## src/rtl/clnw_pkg.sv

```systemverilog
`default_nettype none

package clnw_pkg;

  localparam int COLUMNS_PER_ROW = 16;
  localparam int ROW_COUNT = 2;

  // The column register must hold the row length itself and any locate column.
  localparam int COL_MAX = (COLUMNS_PER_ROW > 15) ? COLUMNS_PER_ROW : 15;
  localparam int COL_W = $clog2(COL_MAX + 1);

  localparam int QUEUE_DEPTH = 4;
  localparam int QPTR_W = $clog2(QUEUE_DEPTH);
  localparam int QCNT_W = $clog2(QUEUE_DEPTH + 1);

  localparam int INIT_NIBBLES = 12;
  localparam int IDX_W = $clog2(INIT_NIBBLES);

  localparam logic [1:0] CMD_INIT   = 2'd0;
  localparam logic [1:0] CMD_LOCATE = 2'd1;
  localparam logic [1:0] CMD_CHAR   = 2'd2;
  localparam logic [1:0] CMD_CLEAR  = 2'd3;

  localparam logic [7:0] CHAR_LF = 8'h0A;
  localparam logic [7:0] CHAR_CR = 8'h0D;

  localparam logic [7:0] BYTE_CLEAR   = 8'h01;
  localparam logic [7:0] ADDR_CMD     = 8'h80;
  localparam logic [7:0] ROW1_OFFSET  = 8'h40;
  localparam logic [7:0] ADDR_MASK    = 8'h7F;

  localparam logic [4:0] WAIT_NONE  = 5'd0;
  localparam logic [4:0] WAIT_CLEAR = 5'd2;
  localparam logic [4:0] WAIT_INIT  = 5'd20;

  // One queued job: an optional re-address byte followed by the main byte,
  // or the fixed initialisation sequence.
  typedef struct packed {
    logic       is_init;
    logic       has_pre;
    logic [7:0] pre_byte;
    logic [7:0] main_byte;
    logic       main_rs;
    logic [4:0] main_wait;
  } desc_t;

  typedef struct packed {
    logic [3:0] nibble;
    logic [4:0] wait_ms;
  } init_nib_t;

  function automatic init_nib_t init_nibble(input logic [IDX_W-1:0] idx);
    init_nib_t r;
    unique case (idx)
      4'd0:    r = '{nibble: 4'h3, wait_ms: WAIT_INIT};
      4'd1:    r = '{nibble: 4'h3, wait_ms: WAIT_INIT};
      4'd2:    r = '{nibble: 4'h3, wait_ms: WAIT_INIT};
      4'd3:    r = '{nibble: 4'h2, wait_ms: WAIT_INIT};
      4'd4:    r = '{nibble: 4'h2, wait_ms: WAIT_NONE};
      4'd5:    r = '{nibble: 4'h8, wait_ms: WAIT_NONE};
      4'd6:    r = '{nibble: 4'h0, wait_ms: WAIT_NONE};
      4'd7:    r = '{nibble: 4'hC, wait_ms: WAIT_NONE};
      4'd8:    r = '{nibble: 4'h0, wait_ms: WAIT_NONE};
      4'd9:    r = '{nibble: 4'h1, wait_ms: WAIT_CLEAR};
      4'd10:   r = '{nibble: 4'h0, wait_ms: WAIT_NONE};
      4'd11:   r = '{nibble: 4'h6, wait_ms: WAIT_INIT};
      default: r = '{nibble: 4'h0, wait_ms: WAIT_NONE};
    endcase
    return r;
  endfunction

  function automatic logic [7:0] addr_byte(input logic [COL_W-1:0] col, input logic row);
    logic [7:0] sum;
    sum = 8'(col) + (row ? ROW1_OFFSET : 8'h00);
    return ADDR_CMD | (sum & ADDR_MASK);
  endfunction

  function automatic logic next_row(input logic row);
    logic [1:0] t;
    t = {1'b0, row} + 2'd1;
    return (t >= 2'(ROW_COUNT)) ? 1'b0 : t[0];
  endfunction

endpackage

`default_nettype wire

```

## src/rtl/clnw_front.sv

```systemverilog
`default_nettype none

module clnw_front (
  input  wire logic               clk,
  input  wire logic               rst_n,
  input  wire logic               accept,
  input  wire logic [1:0]         command,
  input  wire logic [3:0]         column,
  input  wire logic               row,
  input  wire logic [7:0]         char_code,
  output clnw_pkg::desc_t         desc
);

  logic [clnw_pkg::COL_W-1:0] col_r, col_nxt;
  logic                       row_r, row_nxt;

  logic                       wrap;
  logic [clnw_pkg::COL_W-1:0] c1;
  logic                       r1;
  logic                       loc_row;

  always_comb begin
    wrap    = (col_r >= clnw_pkg::COL_W'(clnw_pkg::COLUMNS_PER_ROW));
    c1      = wrap ? '0 : col_r;
    r1      = wrap ? clnw_pkg::next_row(row_r) : row_r;
    loc_row = (2'({1'b0, row}) >= 2'(clnw_pkg::ROW_COUNT)) ? 1'b0 : row;

    col_nxt = col_r;
    row_nxt = row_r;

    desc.is_init   = 1'b0;
    desc.has_pre   = 1'b0;
    desc.pre_byte  = clnw_pkg::addr_byte('0, r1);
    desc.main_byte = clnw_pkg::BYTE_CLEAR;
    desc.main_rs   = 1'b0;
    desc.main_wait = clnw_pkg::WAIT_NONE;

    unique case (command)
      clnw_pkg::CMD_INIT: begin
        desc.is_init = 1'b1;
        col_nxt = '0;
        row_nxt = 1'b0;
      end
      clnw_pkg::CMD_LOCATE: begin
        desc.main_byte = clnw_pkg::addr_byte(clnw_pkg::COL_W'(column), loc_row);
        col_nxt = clnw_pkg::COL_W'(column);
        row_nxt = loc_row;
      end
      clnw_pkg::CMD_CLEAR: begin
        desc.main_wait = clnw_pkg::WAIT_CLEAR;
      end
      clnw_pkg::CMD_CHAR: begin
        desc.has_pre = wrap;
        if (char_code == clnw_pkg::CHAR_LF) begin
          desc.main_byte = clnw_pkg::addr_byte(c1, clnw_pkg::next_row(r1));
          col_nxt = c1;
          row_nxt = clnw_pkg::next_row(r1);
        end else if (char_code == clnw_pkg::CHAR_CR) begin
          desc.main_byte = clnw_pkg::addr_byte('0, r1);
          col_nxt = '0;
          row_nxt = r1;
        end else begin
          desc.main_byte = char_code;
          desc.main_rs   = 1'b1;
          col_nxt = c1 + clnw_pkg::COL_W'(1);
          row_nxt = r1;
        end
      end
      default: begin
        col_nxt = col_r;
      end
    endcase
  end

  always_ff @(posedge clk) begin
    if (!rst_n) begin
      col_r <= '0;
      row_r <= 1'b0;
    end else if (accept) begin
      col_r <= col_nxt;
      row_r <= row_nxt;
    end
  end

endmodule

`default_nettype wire

```

## src/rtl/clnw_queue.sv

```systemverilog
`default_nettype none

module clnw_queue (
  input  wire logic            clk,
  input  wire logic            rst_n,
  input  wire logic            wr_en,
  input  wire clnw_pkg::desc_t wr_data,
  output logic                 full,
  input  wire logic            rd_en,
  output clnw_pkg::desc_t      rd_data,
  output logic                 empty
);

  clnw_pkg::desc_t mem_r [clnw_pkg::QUEUE_DEPTH];

  logic [clnw_pkg::QPTR_W-1:0] wptr_r, wptr_nxt;
  logic [clnw_pkg::QPTR_W-1:0] rptr_r, rptr_nxt;
  logic [clnw_pkg::QCNT_W-1:0] cnt_r, cnt_nxt;

  assign full    = (cnt_r == clnw_pkg::QCNT_W'(clnw_pkg::QUEUE_DEPTH));
  assign empty   = (cnt_r == '0);
  assign rd_data = mem_r[rptr_r];

  always_comb begin
    wptr_nxt = wr_en ? wptr_r + clnw_pkg::QPTR_W'(1) : wptr_r;
    rptr_nxt = rd_en ? rptr_r + clnw_pkg::QPTR_W'(1) : rptr_r;
    cnt_nxt  = cnt_r;
    if (wr_en && !rd_en) begin
      cnt_nxt = cnt_r + clnw_pkg::QCNT_W'(1);
    end else if (!wr_en && rd_en) begin
      cnt_nxt = cnt_r - clnw_pkg::QCNT_W'(1);
    end
  end

  always_ff @(posedge clk) begin
    if (wr_en) begin
      mem_r[wptr_r] <= wr_data;
    end
  end

  always_ff @(posedge clk) begin
    if (!rst_n) begin
      wptr_r <= '0;
      rptr_r <= '0;
      cnt_r  <= '0;
    end else begin
      wptr_r <= wptr_nxt;
      rptr_r <= rptr_nxt;
      cnt_r  <= cnt_nxt;
    end
  end

endmodule

`default_nettype wire

```

## src/rtl/clnw_back.sv

```systemverilog
`default_nettype none

module clnw_back (
  input  wire logic            clk,
  input  wire logic            rst_n,
  input  wire clnw_pkg::desc_t q_data,
  input  wire logic            q_empty,
  output logic                 q_pop,
  output logic [3:0]           nibble,
  output logic                 reg_select,
  output logic [4:0]           wait_ms,
  output logic                 last,
  output logic                 empty,
  input  wire logic            pop
);

  clnw_pkg::desc_t            cur_r;
  logic                       cur_valid_r, cur_valid_nxt;
  logic [clnw_pkg::IDX_W-1:0] idx_r, idx_nxt;
  logic                       out_valid_r, out_valid_nxt;

  logic [3:0]                 nibble_r;
  logic                       rs_r;
  logic [4:0]                 wait_r;
  logic                       last_r;

  clnw_pkg::init_nib_t        init_nib;
  logic                       sel_pre;
  logic [7:0]                 cur_byte;
  logic [3:0]                 g_nibble;
  logic                       g_rs;
  logic [4:0]                 g_wait;
  logic                       g_last;
  logic [clnw_pkg::IDX_W-1:0] last_idx;
  logic                       advance;
  logic                       pop_acc;

  always_comb begin
    init_nib = clnw_pkg::init_nibble(idx_r);
    sel_pre  = cur_r.has_pre && (idx_r < clnw_pkg::IDX_W'(2));
    cur_byte = sel_pre ? cur_r.pre_byte : cur_r.main_byte;

    if (cur_r.is_init) begin
      last_idx = clnw_pkg::IDX_W'(clnw_pkg::INIT_NIBBLES - 1);
      g_nibble = init_nib.nibble;
      g_rs     = 1'b0;
      g_wait   = init_nib.wait_ms;
    end else begin
      last_idx = cur_r.has_pre ? clnw_pkg::IDX_W'(3) : clnw_pkg::IDX_W'(1);
      // Even positions carry the high nibble of a byte.
      g_nibble = idx_r[0] ? cur_byte[3:0] : cur_byte[7:4];
      g_rs     = sel_pre ? 1'b0 : cur_r.main_rs;
      g_wait   = (!sel_pre && idx_r[0]) ? cur_r.main_wait : clnw_pkg::WAIT_NONE;
    end
    g_last = (idx_r == last_idx);

    pop_acc = pop && out_valid_r;
    advance = cur_valid_r && (!out_valid_r || pop);

    out_valid_nxt = advance ? 1'b1 : (pop_acc ? 1'b0 : out_valid_r);

    idx_nxt       = idx_r;
    cur_valid_nxt = cur_valid_r;
    if (advance) begin
      idx_nxt = g_last ? '0 : idx_r + clnw_pkg::IDX_W'(1);
      if (g_last) begin
        cur_valid_nxt = 1'b0;
      end
    end

    // A new job is loaded as soon as the current one hands over its last nibble.
    q_pop = !q_empty && (!cur_valid_r || (advance && g_last));
    if (q_pop) begin
      cur_valid_nxt = 1'b1;
      idx_nxt       = '0;
    end
  end

  always_ff @(posedge clk) begin
    if (!rst_n) begin
      cur_valid_r <= 1'b0;
      idx_r       <= '0;
      out_valid_r <= 1'b0;
    end else begin
      cur_valid_r <= cur_valid_nxt;
      idx_r       <= idx_nxt;
      out_valid_r <= out_valid_nxt;
    end
  end

  always_ff @(posedge clk) begin
    if (q_pop) begin
      cur_r <= q_data;
    end
    if (advance) begin
      nibble_r <= g_nibble;
      rs_r     <= g_rs;
      wait_r   <= g_wait;
      last_r   <= g_last;
    end
  end

  assign nibble     = nibble_r;
  assign reg_select = rs_r;
  assign wait_ms    = wait_r;
  assign last       = last_r;
  assign empty      = !out_valid_r;

endmodule

`default_nettype wire

```

## src/rtl/char_lcd_nibble_writer_unit.sv

```systemverilog
`default_nettype none

// Channel  Direction  Handshake           Payload
// in       input      in_push / in_full   in_command, in_column, in_row, in_char_code
// out      output     out_empty / out_pop out_nibble, out_reg_select, out_wait_ms, out_last
//
// The front end classifies each command in the cycle it arrives and tracks the cursor;
// it accepts a new transaction every cycle while its four-job queue has room.
// The back end sends one nibble per cycle while the consumer keeps popping: 2 for locate
// and clear, 2 to 4 for a character and 12 for init, so the nibble sequencer sets the
// sustained rate. The result register refills in the cycle it is popped. Synchronous
// reset homes the cursor and empties both the job queue and the result register.

module char_lcd_nibble_writer_unit (
  input  wire logic       clk,
  input  wire logic       rst_n,
  input  wire logic       in_push,
  output logic            in_full,
  input  wire logic [1:0] in_command,
  input  wire logic [3:0] in_column,
  input  wire logic       in_row,
  input  wire logic [7:0] in_char_code,
  output logic            out_empty,
  input  wire logic       out_pop,
  output logic [3:0]      out_nibble,
  output logic            out_reg_select,
  output logic [4:0]      out_wait_ms,
  output logic            out_last
);

  clnw_pkg::desc_t desc;
  clnw_pkg::desc_t q_data;
  logic            accept;
  logic            q_empty;
  logic            q_pop;

  assign accept = in_push && !in_full;

  clnw_front u_front (
    .clk       (clk),
    .rst_n     (rst_n),
    .accept    (accept),
    .command   (in_command),
    .column    (in_column),
    .row       (in_row),
    .char_code (in_char_code),
    .desc      (desc)
  );

  clnw_queue u_queue (
    .clk     (clk),
    .rst_n   (rst_n),
    .wr_en   (accept),
    .wr_data (desc),
    .full    (in_full),
    .rd_en   (q_pop),
    .rd_data (q_data),
    .empty   (q_empty)
  );

  clnw_back u_back (
    .clk        (clk),
    .rst_n      (rst_n),
    .q_data     (q_data),
    .q_empty    (q_empty),
    .q_pop      (q_pop),
    .nibble     (out_nibble),
    .reg_select (out_reg_select),
    .wait_ms    (out_wait_ms),
    .last       (out_last),
    .empty      (out_empty),
    .pop        (out_pop)
  );

endmodule

`default_nettype wire
```

## config.mk

```make
export PLATFORM = sky130hd
export DESIGN_NAME = char_lcd_nibble_writer_unit
export DESIGN_NICKNAME = d
export VERILOG_FILES = /design/src/rtl/clnw_pkg.sv /design/src/rtl/clnw_front.sv /design/src/rtl/clnw_queue.sv /design/src/rtl/clnw_back.sv /design/src/rtl/char_lcd_nibble_writer_unit.sv
export SDC_FILE = /design/constraint.sdc
export NUM_CORES = 1
export LEC_CHECK = 0
export ABC_AREA = 1
export BUFFER_PORTS_ARGS = -buffer_cell sky130_fd_sc_hd__buf_2
export CAP_MARGIN = 40
export CORE_UTILIZATION = 28
export CTS_BUF_LIST = sky130_fd_sc_hd__clkbuf_4
export CTS_CLUSTER_DIAMETER = 60
export DETAILED_ROUTE_END_ITERATION = 10
export GPL_TIMING_DRIVEN = 0
export PLACE_DENSITY = 0.44
export REMOVE_ABC_BUFFERS = 1
export SKIP_CTS_REPAIR_TIMING = 1
export SLEW_MARGIN = 25
export SYNTH_ARGS = -nofsm -noshare
export SYNTH_HDL_FRONTEND = slang
export SYNTH_HIERARCHICAL = 1
export SYNTH_SLANG_ARGS = --single-unit
```

## constraint.sdc

```tcl
create_clock -name clk -period 6.25 [get_ports clk]
set_input_delay 0.9375 -clock clk [delete_from_list [all_inputs] [get_ports clk]]
set_output_delay 0.9375 -clock clk [all_outputs]
set_load 0.005 [all_outputs]
```

==> metrics.txt <==
Remaining Overflow, GRT 0; top cells by area, synth edfxtp_1, dfxtp_1, nand2_1, o21ai_0, o22ai_2; status finished clean; pin count of the biggest net entering global routing 49; CTS Buf Count 17; Slew headroom 0.5235; Initial Utilization 0.2850; vias per cell 4.372; Yosys top cell by area edfxtp_1; Peak VDD IR 148.7 uV; fin crit period 2.887 ns; Leak 2.915 nW; synthesized cell area 6912 um^2; FF+latch count, synth 158; Area growth syn-to-layout 10.37%; Total GRT Usage 0.1146; vias in the first global route 4230; clock sink total 158; Hold Path Class register to register; Critical Path AT 3.33 ns; Setup Crit Path Kind primary input to register; DP HPWL 8866 um; initial antenna violation count 1; Final Hold Vio Count 0; Clock Skews 0.01832 ns; CP Launch Type primary input; Final nets 671; CP required 6.69 ns; Crit. End Element register; yosys warns 6; Yosys cell types 37; Pre-Repair DR Iteration Count 4; worst hold slack 0.4572 ns; Final setup viols 0; Avg WL per Cell 14.25 um; Core Area 24250 um^2; power per cell area 385.5 nW/um^2; ratio of cells with drive above 1 in the final layout 0.2052; DIE WIDTH 159.1 um; sequential area share after synthesis 0.6474; commonest non-fill, non-tap cell in the layout edfxtp_1; DRC viols 0; Final Util 0.3146; post-synth top area share 0.5692; Ports 32; Cells after Synth 610; RSZ-0062 raised after global routing no; std cell rows 57; Routed Wire Length 13930 um; Pwr Total 2.941 mW; worst slew pin tran 0.7137 ns; first-pass GRT wire length 22180 um; clock slew at reported path FFs 0.13 ns; gpl congestion 0.7891; port bufs 31; setup tns final 0 ns; Die Footprint 25320 um^2; Max Fclk 346.4 MHz; clock latency on the worst-skew pair 0.53 ns; vias post-DR 4276; H-tree depth 4; DRT iter0 DRCs 169; Die H 159.1 um; final worst-path cycle share 0.4620; max-cap violations 0; most frequent cells in the layout edfxtp_1, nand2_1, nor2_1, o21ai_0, inv_1; Max Slew Vio Count 0; syn avg cell area 11.33 um^2; Final ANT Viol Nets 0; CTS tree yes; CTS Root Cell clkbuf_4; peak fanout along the critical path 27; clk buf depth 2
==> cells in the mapped netlist, drive strengths merged <==
| master | instances |
|---|---|
| a21oi | 19 |
| a31oi | 4 |
| and2 | 1 |
| and3 | 1 |
| buf | 27 |
| clkbuf | 3 |
| conb | 2 |
| dfxtp | 27 |
| edfxtp | 131 |
| fa | 1 |
| ha | 11 |
| inv | 72 |
| nand2 | 96 |
| nand3 | 16 |
| nand3b | 1 |
| nand4 | 2 |
| nor2 | 91 |
| nor3 | 5 |
| o2111ai | 1 |
| o211ai | 2 |
| o21ai | 67 |
| o22ai | 26 |
| xnor2 | 1 |
| xor2 | 3 |
==> layer usage <==
metal | GRT usage | vias to the layer above | share of wire
met5 | 0 | - | 0
met4 | 0.03628 | 0 | 0.012
met3 | 0.02865 | 10 | 0.044
met2 | 0.1966 | 80 | 0.48
met1 | 0.1412 | 2066 | 0.46
li1 | - | 2120 | -
==> through the flow <==
step           std cells  cell area (um^2)  setup WS, ns
3_5_place_dp         945              7327         2.718
4_1_cts              977              7626         3.350
5_1_grt              978              7629         3.130
6_report             978              7629         3.363
2_1_floorplan        589              6741         3.019
3_3_place_gp         944              7302         2.461
==> critical path: stages <==
cell	delay, ns
buf_2	0.07
inv_1	0.03
nand2_1	0.10
nand2_4	0.10
inv_2	0.25
nand3_2	0.14
nand2_1	0.10
nand2_1	0.10
inv_2	0.45
inv_1	0.09
ha_1	0.23
inv_1	0.10
fa_1	0.41
o21ai_0	0.16
nor2_1	0.07
==> power by group <==
part | switching, mW | total (mW) | internal [mW]
sequential | 0.102 | 1.52 | 1.41
combinational | 0.545 | 0.793 | 0.247
clock | 0.356 | 0.632 | 0.276
total | 1.00 | 2.94 | 1.94
==> path summary, 6_finish.rpt <==
| kind | startpoint | endpoint | slack [ns] | cells past startpoint |
|---|---|---|---|---|
| setup / recovery | out_pop | u_queue/cnt_r[1] | 3.36 | 15 |
| hold / removal | u_queue/rptr_r[1] | register | 0.46 | 1 |
| setup reg to reg | u_back/cur_valid_r | u_queue/cnt_r[1] | 3.49 | 12 |
| hold reg to reg | u_queue/rptr_r[1] | register | 0.46 | 1 |
==> cell type report <==
cell class | count | area (um^2)
Fill cell | 2512 | 16620
Clock buffer | 17 | 127.6
Inverter | 72 | 272.8
Timing Repair Buffer | 32 | 175.2
Antenna cell | 1 | 2.502
Multi-Input combinational cell | 359 | 1997
Tap cell | 324 | 405.4
Clock inverter | 15 | 171.4
Sequential cell | 158 | 4477
==> cell families after synthesis <==
| kind of cell | after synthesis | share of synthesized area |
|---|---|---|
| adder cells (fa/ha/maj) | 12 | 0.02281 |
| other | 2 | 0.001087 |
| flip-flops | 158 | 0.6474 |
| buffers and inverters | 102 | 0.06861 |
| XOR/XNOR | 4 | 0.006156 |
| AO/OA/AOI/OAI | 119 | 0.1130 |
| AND/OR/NAND/NOR | 213 | 0.1410 |
==> state kept, by name, indices dropped and copies added, names as in the netlist, named ones only <==
name	flops
u_queue/mem_r	96
u_back/cur_r	24
u_back/init_nib	6
u_back/wait_ms	5
u_front/col_r	5
u_back/idx_r	4
u_back/nibble	4
u_queue/cnt_r	3
u_queue/rptr_r	2
u_queue/wptr_r	2
u_back/cur_valid_r	1
u_back/last	1
u_back/out_valid_r	1
u_back/reg_select	1
u_front/row_r	1
(Power assumes the default switching activity.)
